===== config.mk =====
export PLATFORM = sky130hd
export DESIGN_NAME = i2c_display_write_master
export DESIGN_NICKNAME = d
export VERILOG_FILES = /design/src/design/i2cdw_pkg.sv /design/src/design/i2c_display_write_master.sv
export SDC_FILE = /design/constraint.sdc
export NUM_CORES = 1
export LEC_CHECK = 0
export ABC_CLOCK_PERIOD_IN_PS = 2200
export BUFFER_PORTS_ARGS = -buffer_cell sky130_fd_sc_hd__buf_2
export CORE_MARGIN = 2
export CORE_UTILIZATION = 55
export DETAILED_ROUTE_END_ITERATION = 8
export PLACE_DENSITY_LB_ADDON = 0.25
export SKIP_CTS_REPAIR_TIMING = 1
export SLEW_MARGIN = 0
export SYNTH_ARGS = -nofsm -noshare
export SYNTH_HDL_FRONTEND = slang
export SYNTH_SLANG_ARGS = --single-unit
export TNS_END_PERCENT = 5

===== constraint.sdc =====
create_clock -name clk -period 2.2 [get_ports clk]
set_input_delay 0.11 -clock clk [delete_from_list [all_inputs] [get_ports clk]]
set_output_delay 0.11 -clock clk [all_outputs]
set_load 0.01 [all_outputs]

===== src/design/i2cdw_pkg.sv =====
// Package for the I2C display write master.
// Holds field widths, sequence stage codes and protocol constants.
// No dependencies.
`timescale 1ns / 1ps

package i2cdw_pkg;

    localparam int AddrWidth = 7;
    localparam int ByteWidth = 8;

    localparam logic [AddrWidth-1:0] DefaultDeviceAddress = 7'h3c;

    localparam logic [1:0] CMD_TICK = 2'd0;
    localparam logic [1:0] CMD_COMMAND = 2'd1;
    localparam logic [1:0] CMD_DATA = 2'd2;

    localparam logic [1:0] ST_IDLE = 2'd0;
    localparam logic [1:0] ST_START = 2'd1;
    localparam logic [1:0] ST_BYTES = 2'd2;
    localparam logic [1:0] ST_STOP = 2'd3;

    localparam logic [1:0] SLOT_ADDRESS = 2'd0;
    localparam logic [1:0] SLOT_CONTROL = 2'd1;
    localparam logic [1:0] SLOT_PAYLOAD = 2'd2;
    localparam logic [1:0] SLOT_ABORT = 2'd3;

    localparam logic [1:0] PHASE_DRIVE = 2'd0;
    localparam logic [1:0] PHASE_HIGH = 2'd1;
    localparam logic [1:0] PHASE_LOW = 2'd2;

    localparam logic [3:0] BITS_PER_BYTE = 4'd8;

    localparam logic [ByteWidth-1:0] CTRL_COMMAND = 8'h00;
    localparam logic [ByteWidth-1:0] CTRL_DATA = 8'h40;

    localparam int InDataWidth = 16;
    localparam int InUserWidth = 2;
    localparam int OutDataWidth = 8;

endpackage


===== src/design/i2c_display_write_master.sv =====
// I2C display write master: top level and its bus phase sequencer.
// Depends on i2cdw_pkg.
`timescale 1ns / 1ps

// Each input word is one tick of the bus phase clock. A tick whose tuser
// carries a command or data request while the block is idle starts a write
// transaction: start, address byte, control byte, payload byte, stop.
// Every accepted word yields exactly one output word holding the line levels
// driven after that tick and the busy, nack and done flags.
// The configuration port writes the seven-bit device address; the user must write
// it only while no transaction is running, as the block itself does not enforce this.
// The next state and the output word are computed in one pass from the
// accepted word and stored together, so an output word appears in the cycle after
// its input word and one word is taken every cycle while the receiver does not stall.
// The output register holds its word while the receiver stalls; the input
// side then stays not ready until the held word is taken.
// Reset puts the bus at idle (SCL and SDA high), the address at 0x3c and
// leaves no output word pending.
module i2c_display_write_master
    import i2cdw_pkg::*;
(
    input  logic                    clk,
    input  logic                    rst_n,
    input  logic                    cfg_we,
    input  logic [AddrWidth-1:0]    cfg_wdata,         // device_address
    input  logic                    s_axis_tvalid,
    output logic                    s_axis_tready,
    input  logic [InDataWidth-1:0]  s_axis_tdata,      // payload[7:0], sda_in[8], zeros
    input  logic [InUserWidth-1:0]  s_axis_tuser,      // command[1:0]
    output logic                    m_axis_tvalid,
    input  logic                    m_axis_tready,
    output logic [OutDataWidth-1:0] m_axis_tdata       // scl, sda_out, sda_release,
                                                       // busy_res, nack, done_res, zeros
);

    logic [AddrWidth-1:0] device_address_reg;
    logic [1:0]           stage_reg, stage_next;
    logic [1:0]           slot_reg, slot_next;
    logic [3:0]           bit_index_reg, bit_index_next;
    logic [1:0]           phase_reg, phase_next;
    logic [ByteWidth-1:0] shift_reg, shift_next;
    logic [ByteWidth-1:0] payload_hold_reg, payload_hold_next;
    logic                 is_data_reg, is_data_next;
    logic                 scl_reg, scl_next;
    logic                 sda_reg, sda_next;
    logic                 released_reg, released_next;
    logic                 out_valid_reg;
    logic [OutDataWidth-1:0] out_data_reg;

    logic [1:0]           command;
    logic [ByteWidth-1:0] payload;
    logic                 sda_in;
    logic                 busy, nack, done;
    logic                 accept;

    assign command = s_axis_tuser;
    assign payload = s_axis_tdata[ByteWidth-1:0];
    assign sda_in = s_axis_tdata[ByteWidth];

    assign s_axis_tready = !out_valid_reg || m_axis_tready;
    assign accept = s_axis_tvalid && s_axis_tready;

    always_comb
    begin
        stage_next = stage_reg;
        slot_next = slot_reg;
        bit_index_next = bit_index_reg;
        phase_next = phase_reg;
        shift_next = shift_reg;
        payload_hold_next = payload_hold_reg;
        is_data_next = is_data_reg;
        scl_next = scl_reg;
        sda_next = sda_reg;
        released_next = released_reg;
        busy = 1'b0;
        nack = 1'b0;
        done = 1'b0;
        unique case (stage_reg)
            ST_IDLE:
            begin
                if (command == CMD_COMMAND || command == CMD_DATA)
                begin
                    payload_hold_next = payload;
                    is_data_next = (command == CMD_DATA);
                    sda_next = 1'b0;
                    scl_next = 1'b1;
                    stage_next = ST_START;
                    busy = 1'b1;
                end
            end
            ST_START:
            begin
                busy = 1'b1;
                scl_next = 1'b0;
                shift_next = {device_address_reg, 1'b0};
                slot_next = SLOT_ADDRESS;
                bit_index_next = '0;
                phase_next = PHASE_DRIVE;
                stage_next = ST_BYTES;
            end
            ST_BYTES:
            begin
                busy = 1'b1;
                if (bit_index_reg < BITS_PER_BYTE)
                begin
                    if (phase_reg == PHASE_DRIVE)
                    begin
                        sda_next = shift_reg[ByteWidth-1];
                        phase_next = PHASE_HIGH;
                    end
                    else if (phase_reg == PHASE_HIGH)
                    begin
                        scl_next = 1'b1;
                        phase_next = PHASE_LOW;
                    end
                    else
                    begin
                        scl_next = 1'b0;
                        sda_next = 1'b0;
                        shift_next = {shift_reg[ByteWidth-2:0], 1'b0};
                        phase_next = PHASE_DRIVE;
                        bit_index_next = bit_index_reg + 4'd1;
                    end
                end
                else
                begin
                    if (phase_reg == PHASE_DRIVE)
                    begin
                        released_next = 1'b1;
                        phase_next = PHASE_HIGH;
                    end
                    else if (phase_reg == PHASE_HIGH)
                    begin
                        scl_next = 1'b1;
                        if (slot_reg == SLOT_ADDRESS && sda_in)
                        begin
                            nack = 1'b1;
                            slot_next = SLOT_ABORT;
                        end
                        phase_next = PHASE_LOW;
                    end
                    else
                    begin
                        scl_next = 1'b0;
                        released_next = 1'b0;
                        phase_next = PHASE_DRIVE;
                        bit_index_next = '0;
                        if (slot_reg == SLOT_PAYLOAD || slot_reg == SLOT_ABORT)
                        begin
                            stage_next = ST_STOP;
                        end
                        else if (slot_reg == SLOT_ADDRESS)
                        begin
                            slot_next = SLOT_CONTROL;
                            shift_next = is_data_reg ? CTRL_DATA : CTRL_COMMAND;
                        end
                        else
                        begin
                            slot_next = SLOT_PAYLOAD;
                            shift_next = payload_hold_reg;
                        end
                    end
                end
            end
            ST_STOP:
            begin
                busy = 1'b1;
                if (phase_reg == PHASE_DRIVE)
                begin
                    scl_next = 1'b1;
                    phase_next = PHASE_HIGH;
                end
                else
                begin
                    sda_next = 1'b1;
                    scl_next = 1'b1;
                    done = 1'b1;
                    stage_next = ST_IDLE;
                    phase_next = PHASE_DRIVE;
                    slot_next = SLOT_ADDRESS;
                    bit_index_next = '0;
                end
            end
        endcase
    end

    always_ff @(posedge clk or negedge rst_n)
    begin
        if (!rst_n)
        begin
            device_address_reg <= DefaultDeviceAddress;
            stage_reg <= ST_IDLE;
            slot_reg <= SLOT_ADDRESS;
            bit_index_reg <= '0;
            phase_reg <= PHASE_DRIVE;
            shift_reg <= '0;
            payload_hold_reg <= '0;
            is_data_reg <= 1'b0;
            scl_reg <= 1'b1;
            sda_reg <= 1'b1;
            released_reg <= 1'b0;
            out_valid_reg <= 1'b0;
        end
        else
        begin
            if (cfg_we)
            begin
                device_address_reg <= cfg_wdata;
            end
            if (accept)
            begin
                stage_reg <= stage_next;
                slot_reg <= slot_next;
                bit_index_reg <= bit_index_next;
                phase_reg <= phase_next;
                shift_reg <= shift_next;
                payload_hold_reg <= payload_hold_next;
                is_data_reg <= is_data_next;
                scl_reg <= scl_next;
                sda_reg <= sda_next;
                released_reg <= released_next;
                out_valid_reg <= 1'b1;
            end
            else if (m_axis_tready)
            begin
                out_valid_reg <= 1'b0;
            end
        end
    end

    always_ff @(posedge clk)
    begin
        if (accept)
        begin
            out_data_reg <= {2'b00, done, nack, busy, released_next, sda_next, scl_next};
        end
    end

    assign m_axis_tvalid = out_valid_reg;
    assign m_axis_tdata = out_data_reg;

endmodule


* Yosys cells after proc, flatten, opt, wreduce, memory -nomap -nowiden
Cells that the tools add are included.
Operators by class: add/sub/neg operators 1, order comparisons 1, eq/ne operators 17, mux-type cells 54, bitwise logic cells 2, reduce and logical (&&, ||, !) cells 20
Operators by type and width (number):
- 2-to-1 mux 8 bit | 7
- 2-to-1 mux 2 bit | 14
- 2-to-1 mux 4 bit | 6
- 2-to-1 mux 1 bit | 18
- one-hot mux 8 bit (2 select lines) | 1
- AND reduction 7 bit | 2
- != test 2 bit, second input constant | 6
- one-hot mux 2 bit (3 select lines) | 2
- one-hot mux 4 bit (3 select lines) | 1
- == test 2 bit, second input constant | 5
- AND reduction 5 bit | 2
- != test 3 bit, second input constant | 3
- one-hot mux 2 bit (4 select lines) | 1
- 2-to-1 mux 7 bit | 1
- == test 2 x 1 -> 1 bit, second input constant | 3
- logical NOT 2 bit | 3
- adder 4 x 1 -> 4 bit, second input constant | 1
- < comparator 4 bit, second input constant | 1
- one-hot mux 1 bit (4 select lines) | 1
- nonzero test 2 bit | 2
- OR reduction 4 bit | 1
- logical OR 1 bit | 3
- one-hot mux 1 bit (3 select lines) | 1
- AND reduction 3 bit | 1
- 7 further kinds | 9
Word-level totals: register bits after elaboration 44, bits of input ports 30, output and inout bits 10, word-level logic and storage cells 110

* Logic depth before layout (Yosys ltp)
Gate-level depths: netlist of run 1.
depth in word-level cells 7, gate-level depth with buffers 7, mapped depth without buffers 6

* Worst setup path after synthesis of run 1
OpenSTA, ideal clock, no wires.
kind reg-to-reg, start point register stage_reg[0], end point register slot_reg[0], library setup time 0.095 ns, data arrival time 1.853 ns, required time 2.105 ns, slack 0.252 ns, cell stages (with the launch flop) 7, clock period less this slack 1.948 ns, cells stage by stage dfrtp_1 ha_1 buf_6 or2_1 a2111o_1 a211o_1 o31ai_1
Between the ends: word-level cells in the longest chain between the ends 3, elaborated cells between the ends (all ways) 11
RTL lines:
- start, declared | line i2c_display_write_master.sv:37 | logic [1:0] stage_reg, stage_next;
- start signal, assigned | line i2c_display_write_master.sv:212 | stage_reg <= stage_next;
- == test 2 bit / == test 2 x 1 -> 1 bit (equally long branches) | line i2c_display_write_master.sv:78 | unique case (stage_reg)
- != test 3 bit (no line), or another cell as far along
- AND reduction 7 bit (no line)
- end signal, assigned | line i2c_display_write_master.sv:213 | slot_reg <= slot_next;
- end, declared | line i2c_display_write_master.sv:38 | logic [1:0] slot_reg, slot_next;
Several ways; a longest one is shown, not always the timed one. A chain may end at the register's enable or synchronous reset.

* Final worst setup path of run 1
Ends and elaborated chain as after synthesis.

==> results.json, run 1 <==
{
  "fin_skew_ps": 4.946,
  "power_frac_clock_pct": 20.3,
  "finalSetupViolCount": 0,
  "die_width_um": 67.42,
  "peakVddDrop_mv": 0.8276,
  "clk_pin_slew_ps": 80,
  "drive_gt1_share_pct": 34.31,
  "finalSetupTns_ps": 0,
  "grt_usage_pct": 21.20,
  "drt-initial-drc-count": 62,
  "synthesis.area_mm2": 0.002212,
  "drc": 0,
  "core_mm2": 0.003943,
  "period_needed_ps": 2064,
  "critPathRequiredTime_ps": 2400,
  "dp_hpwl_um": 3019,
  "post-place-cells": 280,
  "antenna_left": 0,
  "synth_edf_count": 6,
  "crit_arrival_ps": 2260,
  "seqCellArea_mm2": 0.001139,
  "die_y_um": 67.42,
  "critPathMaxFanout": 18,
  "power_leakage_uw": 0.001175,
  "internal_power_uw": 2049,
  "tightest_slew_ps": 830.6,
  "cts_tree": "yes",
  "cts_sinks": 44,
  "dieArea_mm2": 0.004545,
  "relSlewSlack_pct": 44.63,
  "combPwrFrac_pct": 37.2,
  "synth_cell_types": 45,
  "status": "finished, final reports clean",
  "min_period_over_period_pct": 93.83,
  "grt_max_degree": 39,
  "synth_area_per_cell_um2": 11.01,
  "io_pins": 40,
  "start_util_pct": 56.11,
  "layout_setup_ws_ps": 135.7,
  "placement.io_buffers": 30,
  "fmax_mhz": 484.4,
  "synthArstFlopShare_pct": 86.36,
  "diodes": 0,
  "area_growth_pct": 16.18,
  "gp_congestion": 0.8171,
  "hold_class": "input port to register",
  "vias_per_cell": 5.512,
  "drt-pass1-iter-count": 4,
  "ys_seq_elements": 44,
  "cts_max_level": 2,
  "pre_cts_ws_ps": 131.8,
  "hold_viol": 0,
  "vias": 1593,
  "finalMaxSlewViolations": 0,
  "rsz0062_at_grt": "false",
  "fillers": 315,
  "p_sw_share_pct": 33.03,
  "nNetsFinal": 275,
  "path_class": "register to register",
  "ys.flop_type": "dfrtp_1",
  "antenna_found_initial": 0,
  "clk_latency_ps": 290,
  "cts-root-buf": "clkbuf_8",
  "grt_pass1_vias": 1554,
  "grt_pass1_wl_um": 7072,
  "critPathLaunchType": "register",
  "multi_input_area_um2": 970.9,
  "stdcell_count": 289,
  "power_density_mw_per_mm2": 1190,
  "yosysWarnings": 0,
  "netlist_instances": 201,
  "cp-end-kind": "register",
  "cap_violations": 0,
  "power_frac_seq_pct": 42.5,
  "numCtsBuffers": 5,
  "wl_per_cell_um": 14.43,
  "synth.yosys.seq_area_share_pct": 51.47,
  "routed_wl_um": 4169,
  "switchingPower_uw": 1010,
  "clockBufferDepth": 2,
  "rows": 23,
  "grt_overflow": 0
}
## cell usage after synthesis (2+ instances only)
master	instances	area (um2)
a21oi_1	12	60.06
a22oi_1	2	15.01
a31oi_1	7	43.79
buf_4	2	15.01
clkbuf_1	7	26.28
dfrtp_1	32	800.8
dfstp_2	6	157.7
edfxtp_1	6	180.2
ha_1	7	87.58
inv_1	12	45.04
mux2_2	26	292.8
mux2i_1	3	30.03
nand2_1	8	30.03
nand2b_1	2	12.51
nand3_1	5	25.02
nand3b_1	2	15.01
nor2_1	15	56.30
nor2b_1	11	68.82
nor3_1	2	10.01
nor3b_1	2	15.01
o21ai_0	8	40.04
## routing by layer
layer	wire (um)	part of all wire [%]	track usage, %
met3	164	3.9	5.167
met2	2157	52	37.13
met1	1797	43	26.28
met4	50	1.2	5.357
met5	0	0	0
## per-stage QoR
step	power [uW]	area, um2	hold slack, ps	utilization (%)
global route	3292	2570	36.94	65.19
finish	3059	2570	40.36	65.19
floorplan	2140	2216	-185.6	-
detailed placement	2438	2439	257.9	61.85
global placement	2395	2439	260.7	61.85
CTS	3074	2560	-58.70	64.93
## area by class of cell
type / instances / share of cell area [%]
tap: 50 / 2.434
timing repair buffer: 40 / 8.861
multi-input combinational: 134 / 37.78
inverter: 13 / 1.899
sequential: 44 / 44.30
clock buffer: 8 / 4.722
## power by group through the flow
stage | clock [uW] | sequential, uW | combinational (uW)
finish | 620 | 1300 | 1140
global route | 665 | 1350 | 1280
CTS | 632 | 1300 | 1140
detailed placement | 0 | 1310 | 1130
global placement | 0 | 1300 | 1090
floorplan | 0 | 1270 | 872
## logic make-up after synthesis
logic type                 Yosys count  synth area share [%]
DFF                                 44                 51.47
other                                1                0.1695
adders and majority gates            7                 3.959
buffers and inverters               24                 4.807
and+or+nand+nor                     53                 12.44
AOI/OAI and AO/OA                   43                 12.56
muxes                               29                 14.59
## worst max-delay path, cell delays in order, from the launching register on
cell and delay [ps]:
dfrtp_1 420, inv_1 120, ha_1 200, buf_4 220
nor3_1 60, a2111o_1 420, a211o_1 290, o31ai_1 230
## placed cells by master (no fill, tap or decap), types with 3 or more instances in the layout
cell | netlist | routed
inv_1 | 12 | 12
o21ai_0 | 8 | 8
nor2_1 | 15 | 15
nand3_1 | 5 | 5
a21oi_1 | 12 | 12
nand2_1 | 8 | 8
buf_4 | 2 | 9
nor2b_1 | 11 | 11
dfstp_2 | 6 | 6
clkbuf_8 | 0 | 7
mux2i_1 | 3 | 3
edfxtp_1 | 6 | 6
ha_1 | 7 | 7
a31oi_1 | 7 | 7
mux2_2 | 26 | 26
buf_2 | 1 | 30
dfrtp_1 | 32 | 32
## path summary, 6_finish.rpt
check                                                   from                                 to  slack, ps  depth (start not counted)
setup / recovery                    stage_reg[0]$_DFFE_PN0P_            slot_reg[0]$_DFFE_PN0P_        140                          7
hold / removal                                  cfg_wdata[5]  device_address_reg[5]$_DFFE_PN1P_         40                          3
setup reg to reg                    stage_reg[0]$_DFFE_PN0P_            slot_reg[0]$_DFFE_PN0P_        140                          7
hold reg to reg            device_address_reg[1]$_DFFE_PN0P_  device_address_reg[1]$_DFFE_PN0P_        510                          1
max in group asynchronous                              rst_n    payload_hold_reg[6]$_DFFE_PN0P_       1220                          2
min in group asynchronous                              rst_n       bit_index_reg[0]$_DFFE_PN0P_        440                          2
(Power assumes the default switching activity.)
==> inputs of run 2 (changes only) <==
--- a/config.mk
+++ b/config.mk
@@ -5,12 +5,11 @@
 export SDC_FILE = /design/constraint.sdc
 export NUM_CORES = 1
 export LEC_CHECK = 0
-export ABC_CLOCK_PERIOD_IN_PS = 2200
-export BUFFER_PORTS_ARGS = -buffer_cell sky130_fd_sc_hd__buf_2
 export CORE_MARGIN = 2
-export CORE_UTILIZATION = 55
+export CORE_UTILIZATION = 62
 export DETAILED_ROUTE_END_ITERATION = 8
-export PLACE_DENSITY_LB_ADDON = 0.25
+export DONT_BUFFER_PORTS = 1
+export PLACE_DENSITY = 0.83
 export SKIP_CTS_REPAIR_TIMING = 1
 export SLEW_MARGIN = 0
 export SYNTH_ARGS = -nofsm -noshare
==> results.json, run 2 (synthesis gave the netlist of run 1 again) <==
{
  "finalSetupViolCount": 0,
  "tightest_slew_ps": 499.1,
  "multi_input_area_um2": 970.9,
  "final_cell_mix": "dfrtp_1 (32), mux2_2 (26), dlygate4sd3_1 (19)",
  "numCtsBuffers": 5,
  "gp_congestion": 0.8164,
  "min_period_over_period_pct": 92.65,
  "mostFrequentLayoutCell": "dfrtp_1",
  "diodes": 0,
  "peakVddDrop_mv": 0.7430,
  "relSlewSlack_pct": 66.63,
  "status": "finished, final reports clean",
  "finalMaxSlewViolations": 0,
  "vias": 1584,
  "power_leakage_uw": 0.001108,
  "core_mm2": 0.003390,
  "antenna_left": 0,
  "drive_gt1_share_pct": 22.57,
  "cts_sinks": 44,
  "fmax_mhz": 490.6,
  "pre_cts_ws_ps": 178.8,
  "cap_violations": 0,
  "drt-initial-drc-count": 113,
  "layout_setup_ws_ps": 161.6,
  "dieArea_mm2": 0.004062,
  "finalSetupTns_ps": 0,
  "period_needed_ps": 2038,
  "wl_per_cell_um": 15.42,
  "cts_max_level": 2,
  "rows": 21,
  "cp-end-kind": "register",
  "nNetsFinal": 262,
  "critPathMaxFanout": 19,
  "power_density_mw_per_mm2": 1116,
  "stdcell_area_mm2": 0.002540,
  "fillers": 241,
  "clockBufferDepth": 2,
  "die_y_um": 63.73,
  "start_util_pct": 65.26,
  "die_width_um": 63.73,
  "drt-pass1-iter-count": 4,
  "io_pins": 40,
  "clk_pin_slew_ps": 120,
  "cts-root-buf": "clkbuf_4",
  "antenna_found_initial": 0,
  "hold_class": "input port to register",
  "grt_pass1_vias": 1463,
  "seqCellArea_mm2": 0.001139,
  "critPathRequiredTime_ps": 2450,
  "dp_hpwl_um": 2948,
  "area_growth_pct": 14.82,
  "hold_viol": 0,
  "cts_tree": "yes",
  "grt_usage_pct": 21.41,
  "placement.io_buffers": 0,
  "finalPower_uw": 2834,
  "grt_pass1_wl_um": 6624,
  "routed_wl_um": 4194,
  "clk_latency_ps": 350,
  "grt_overflow": 0,
  "crit_arrival_ps": 2280,
  "path_class": "register to register",
  "grt_max_degree": 39,
  "rsz0062_at_grt": "false",
  "critPathLaunchType": "register",
  "fin_skew_ps": 5.638,
  "vias_per_cell": 5.824,
  "place_area_mm2": 0.002268,
  "drc": 0
}
-- run 2: critical path, stage by stage (launching register included) --
cell      delay [ps]
dfrtp_1          420
inv_1            100
ha_1             230
buf_4            210
nand2b_1         170
a21oi_2          410
mux2_2           400
-- run 2: power by group --
group / internal (uW) / switching, uW
sequential: 1130 / 198
clock: 152 / 247
combinational: 557 / 555
-- run 2: per-layer routing --
metal / track usage, % / routed length (um)
met5: 0 / 0
met4: 7.609 / 58
met3: 6.690 / 167
met2: 37.24 / 2293
met1: 24.91 / 1674
-- run 2: area by class of cell --
type | count | area share [%]
Timing Repair Buffer | 27 | 10.34
Clock inverter | 2 | 0.3941
Sequential cell | 44 | 44.83
Multi-Input combinational cell | 134 | 38.23
Tap cell | 46 | 2.266
Inverter | 13 | 1.921
Clock buffer | 6 | 2.020
-- run 2: per-stage QoR --
stage          std cells  util, %  hold WS [ps]
2_1_floorplan        202        -        -185.6
3_3_place_gp         244    66.93        -184.5
3_5_place_dp         244    66.93        -184.7
4_1_cts              252    68.73        -584.3
5_1_grt              272    74.94         46.76
6_report             272    74.94         39.33
-- run 2: final timing paths --
path	start	end	slack, ps	cells after the start
setup / recovery	stage_reg[0]$_DFFE_PN0P_	shift_reg[2]$_DFFE_PN0P_	160	6
hold / removal	m_axis_tready	m_axis_tvalid$_DFFE_PN0P_	40	3
setup reg to reg	stage_reg[0]$_DFFE_PN0P_	shift_reg[2]$_DFFE_PN0P_	160	6
hold reg to reg	shift_reg[0]$_DFFE_PN0P_	shift_reg[0]$_DFFE_PN0P_	520	1
max in group asynchronous	rst_n	scl_reg$_DFFE_PN1P_	1740	2
min in group asynchronous	rst_n	phase_reg[1]$_DFFE_PN0P_	200	2
==> inputs of run 3 (changes only) <==
--- a/config.mk
+++ b/config.mk
@@ -9,7 +9,7 @@
 export CORE_UTILIZATION = 62
 export DETAILED_ROUTE_END_ITERATION = 8
 export DONT_BUFFER_PORTS = 1
-export PLACE_DENSITY = 0.83
+export PLACE_DENSITY = 0.78
 export SKIP_CTS_REPAIR_TIMING = 1
 export SLEW_MARGIN = 0
 export SYNTH_ARGS = -nofsm -noshare
==> results.json, run 3 (synthesis gave the netlist of run 1 again) <==
{
  "power_leakage_uw": 0.001122,
  "start_util_pct": 65.26,
  "tightest_slew_ps": 495.6,
  "peakVddDrop_mv": 0.5782,
  "finalPower_uw": 2965,
  "reg2reg_depth": 6,
  "hold_viol": 0,
  "power_density_mw_per_mm2": 1154,
  "clk_latency_ps": 360,
  "diodes": 0,
  "period_needed_ps": 2134,
  "crit_chain": "inv_1, ha_1, or2_1, a2111o_1, a211o_1, o31ai_2",
  "clockBufferDepth": 2,
  "cpMaxStageDelayCell": "a2111o_1",
  "routed_wl_um": 4650,
  "antenna_left": 0,
  "dp_hpwl_um": 3127,
  "r2r-end": "slot_reg[0]$_DFFE_PN0P_",
  "critPathLaunchType": "register",
  "drt-initial-drc-count": 98,
  "antenna_found_initial": 0,
  "grt_pass1_wl_um": 7231,
  "cp.depth": 6,
  "cp-end-kind": "register",
  "path_class": "register to register",
  "finalSetupTns_ps": 0,
  "grt_usage_pct": 23.36,
  "slowest_delay_ps": 470,
  "mostFrequentLayoutCell": "dfrtp_1",
  "stdcell_count": 273,
  "fmax_mhz": 468.7,
  "fin_skew_ps": 11.29,
  "nNetsFinal": 263,
  "relSlewSlack_pct": 66.86,
  "timing.hold.ws_ps": 21.50,
  "r2r_setup_slack_ps": 70,
  "gp_congestion": 0.9095,
  "drc": 0,
  "cts_max_level": 2,
  "area_growth_pct": 16.12,
  "wl_per_cell_um": 17.03,
  "hold_class": "input port to register",
  "crit_end": "slot_reg[0]$_DFFE_PN0P_",
  "critPathTopFamily": "compound AO/OA/AOI/OAI gates",
  "die_width_um": 63.73,
  "cts_sinks": 44,
  "core_mm2": 0.003390,
  "grt_max_degree": 39,
  "post-place-cells": 244,
  "placement.io_buffers": 0,
  "critPathMaxFanout": 4,
  "r2r-start": "stage_reg[0]$_DFFE_PN0P_",
  "dieArea_mm2": 0.004062,
  "min_period_over_period_pct": 96.98,
  "cts-root-buf": "clkbuf_4",
  "cap_violations": 0,
  "cp_num_buf_inv": 1,
  "drt-pass1-iter-count": 4,
  "drive_gt1_share_pct": 23.35,
  "crit_arrival_ps": 2410,
  "vias": 1621,
  "vias_per_cell": 5.938,
  "critPathRequiredTime_ps": 2470,
  "final_cell_mix": "dfrtp_1 (32), mux2_2 (26), dlygate4sd3_1 (19)",
  "grt_pass1_vias": 1601,
  "post-route-util_pct": 75.78,
  "cts_tree": "yes",
  "die_y_um": 63.73,
  "finalMaxSlewViolations": 0,
  "numCtsBuffers": 5,
  "clk_pin_slew_ps": 140,
  "io_pins": 40,
  "finalSetupViolCount": 0,
  "critPathLaunch": "stage_reg[0]$_DFFE_PN0P_",
  "rows": 21,
  "grt_overflow": 0,
  "status": "finished, final reports clean"
}
run 3: routing by layer:
metal	vias to the layer above	wire, um	part of all wire, %	GRT usage [%]
met1	801	1753	38	25.75
met2	54	2588	56	43.42
li1	753	-	-	-
met5	-	0	0	0
met3	13	189	4.1	3.873
met4	0	119	2.6	11.14
run 3: stage by stage:
stage	cell area (um2)	setup slack, ps
after detailed placement	2268	144.7
final	2569	66.33
after CTS	2342	100.8
after global routing	2569	-28.66
after global placement	2268	250.2
after floorplan	2216	251.8
run 3: worst min-delay path by stage:
stage | slack [ps] | cells after the start | startpoint | to
after floorplan | -190 | 0 | rst_n | bit_index_reg[0]$_DFFE_PN0P_
after global placement | -180 | 0 | rst_n | payload_hold_reg[2]$_DFFE_PN0P_
after detailed placement | -180 | 0 | rst_n | payload_hold_reg[2]$_DFFE_PN0P_
after CTS | -590 | 0 | rst_n | shift_reg[7]$_DFFE_PN0P_
after global routing | 50 | 3 | m_axis_tready | m_axis_tvalid$_DFFE_PN0P_
final | 20 | 3 | m_axis_tready | m_axis_tvalid$_DFFE_PN0P_
run 3: power by group:
group	internal, uW	switching [uW]	total, uW
Clock	193	269	462
Sequential	1130	204	1330
Combinational	576	599	1170
Total	1890	1070	2970
run 3: worst reg2reg max path: stages, from the launching register on:
cell,delay [ps]
dfrtp_1,440
inv_1,110
ha_1,240
or2_1,250
a2111o_1,470
a211o_1,310
o31ai_2,210
run 3: layout make-up:
| class | instances | area [um2] |
|---|---|---|
| Tap cell | 46 | 57.56 |
| Sequential cell | 44 | 1139 |
| Multi-Input combinational cell | 134 | 975.9 |
| Fill cell | 225 | 820.8 |
| Clock buffer | 6 | 62.56 |
| Timing Repair Buffer | 28 | 274.0 |
| Inverter | 13 | 48.80 |
| Clock inverter | 2 | 11.26 |
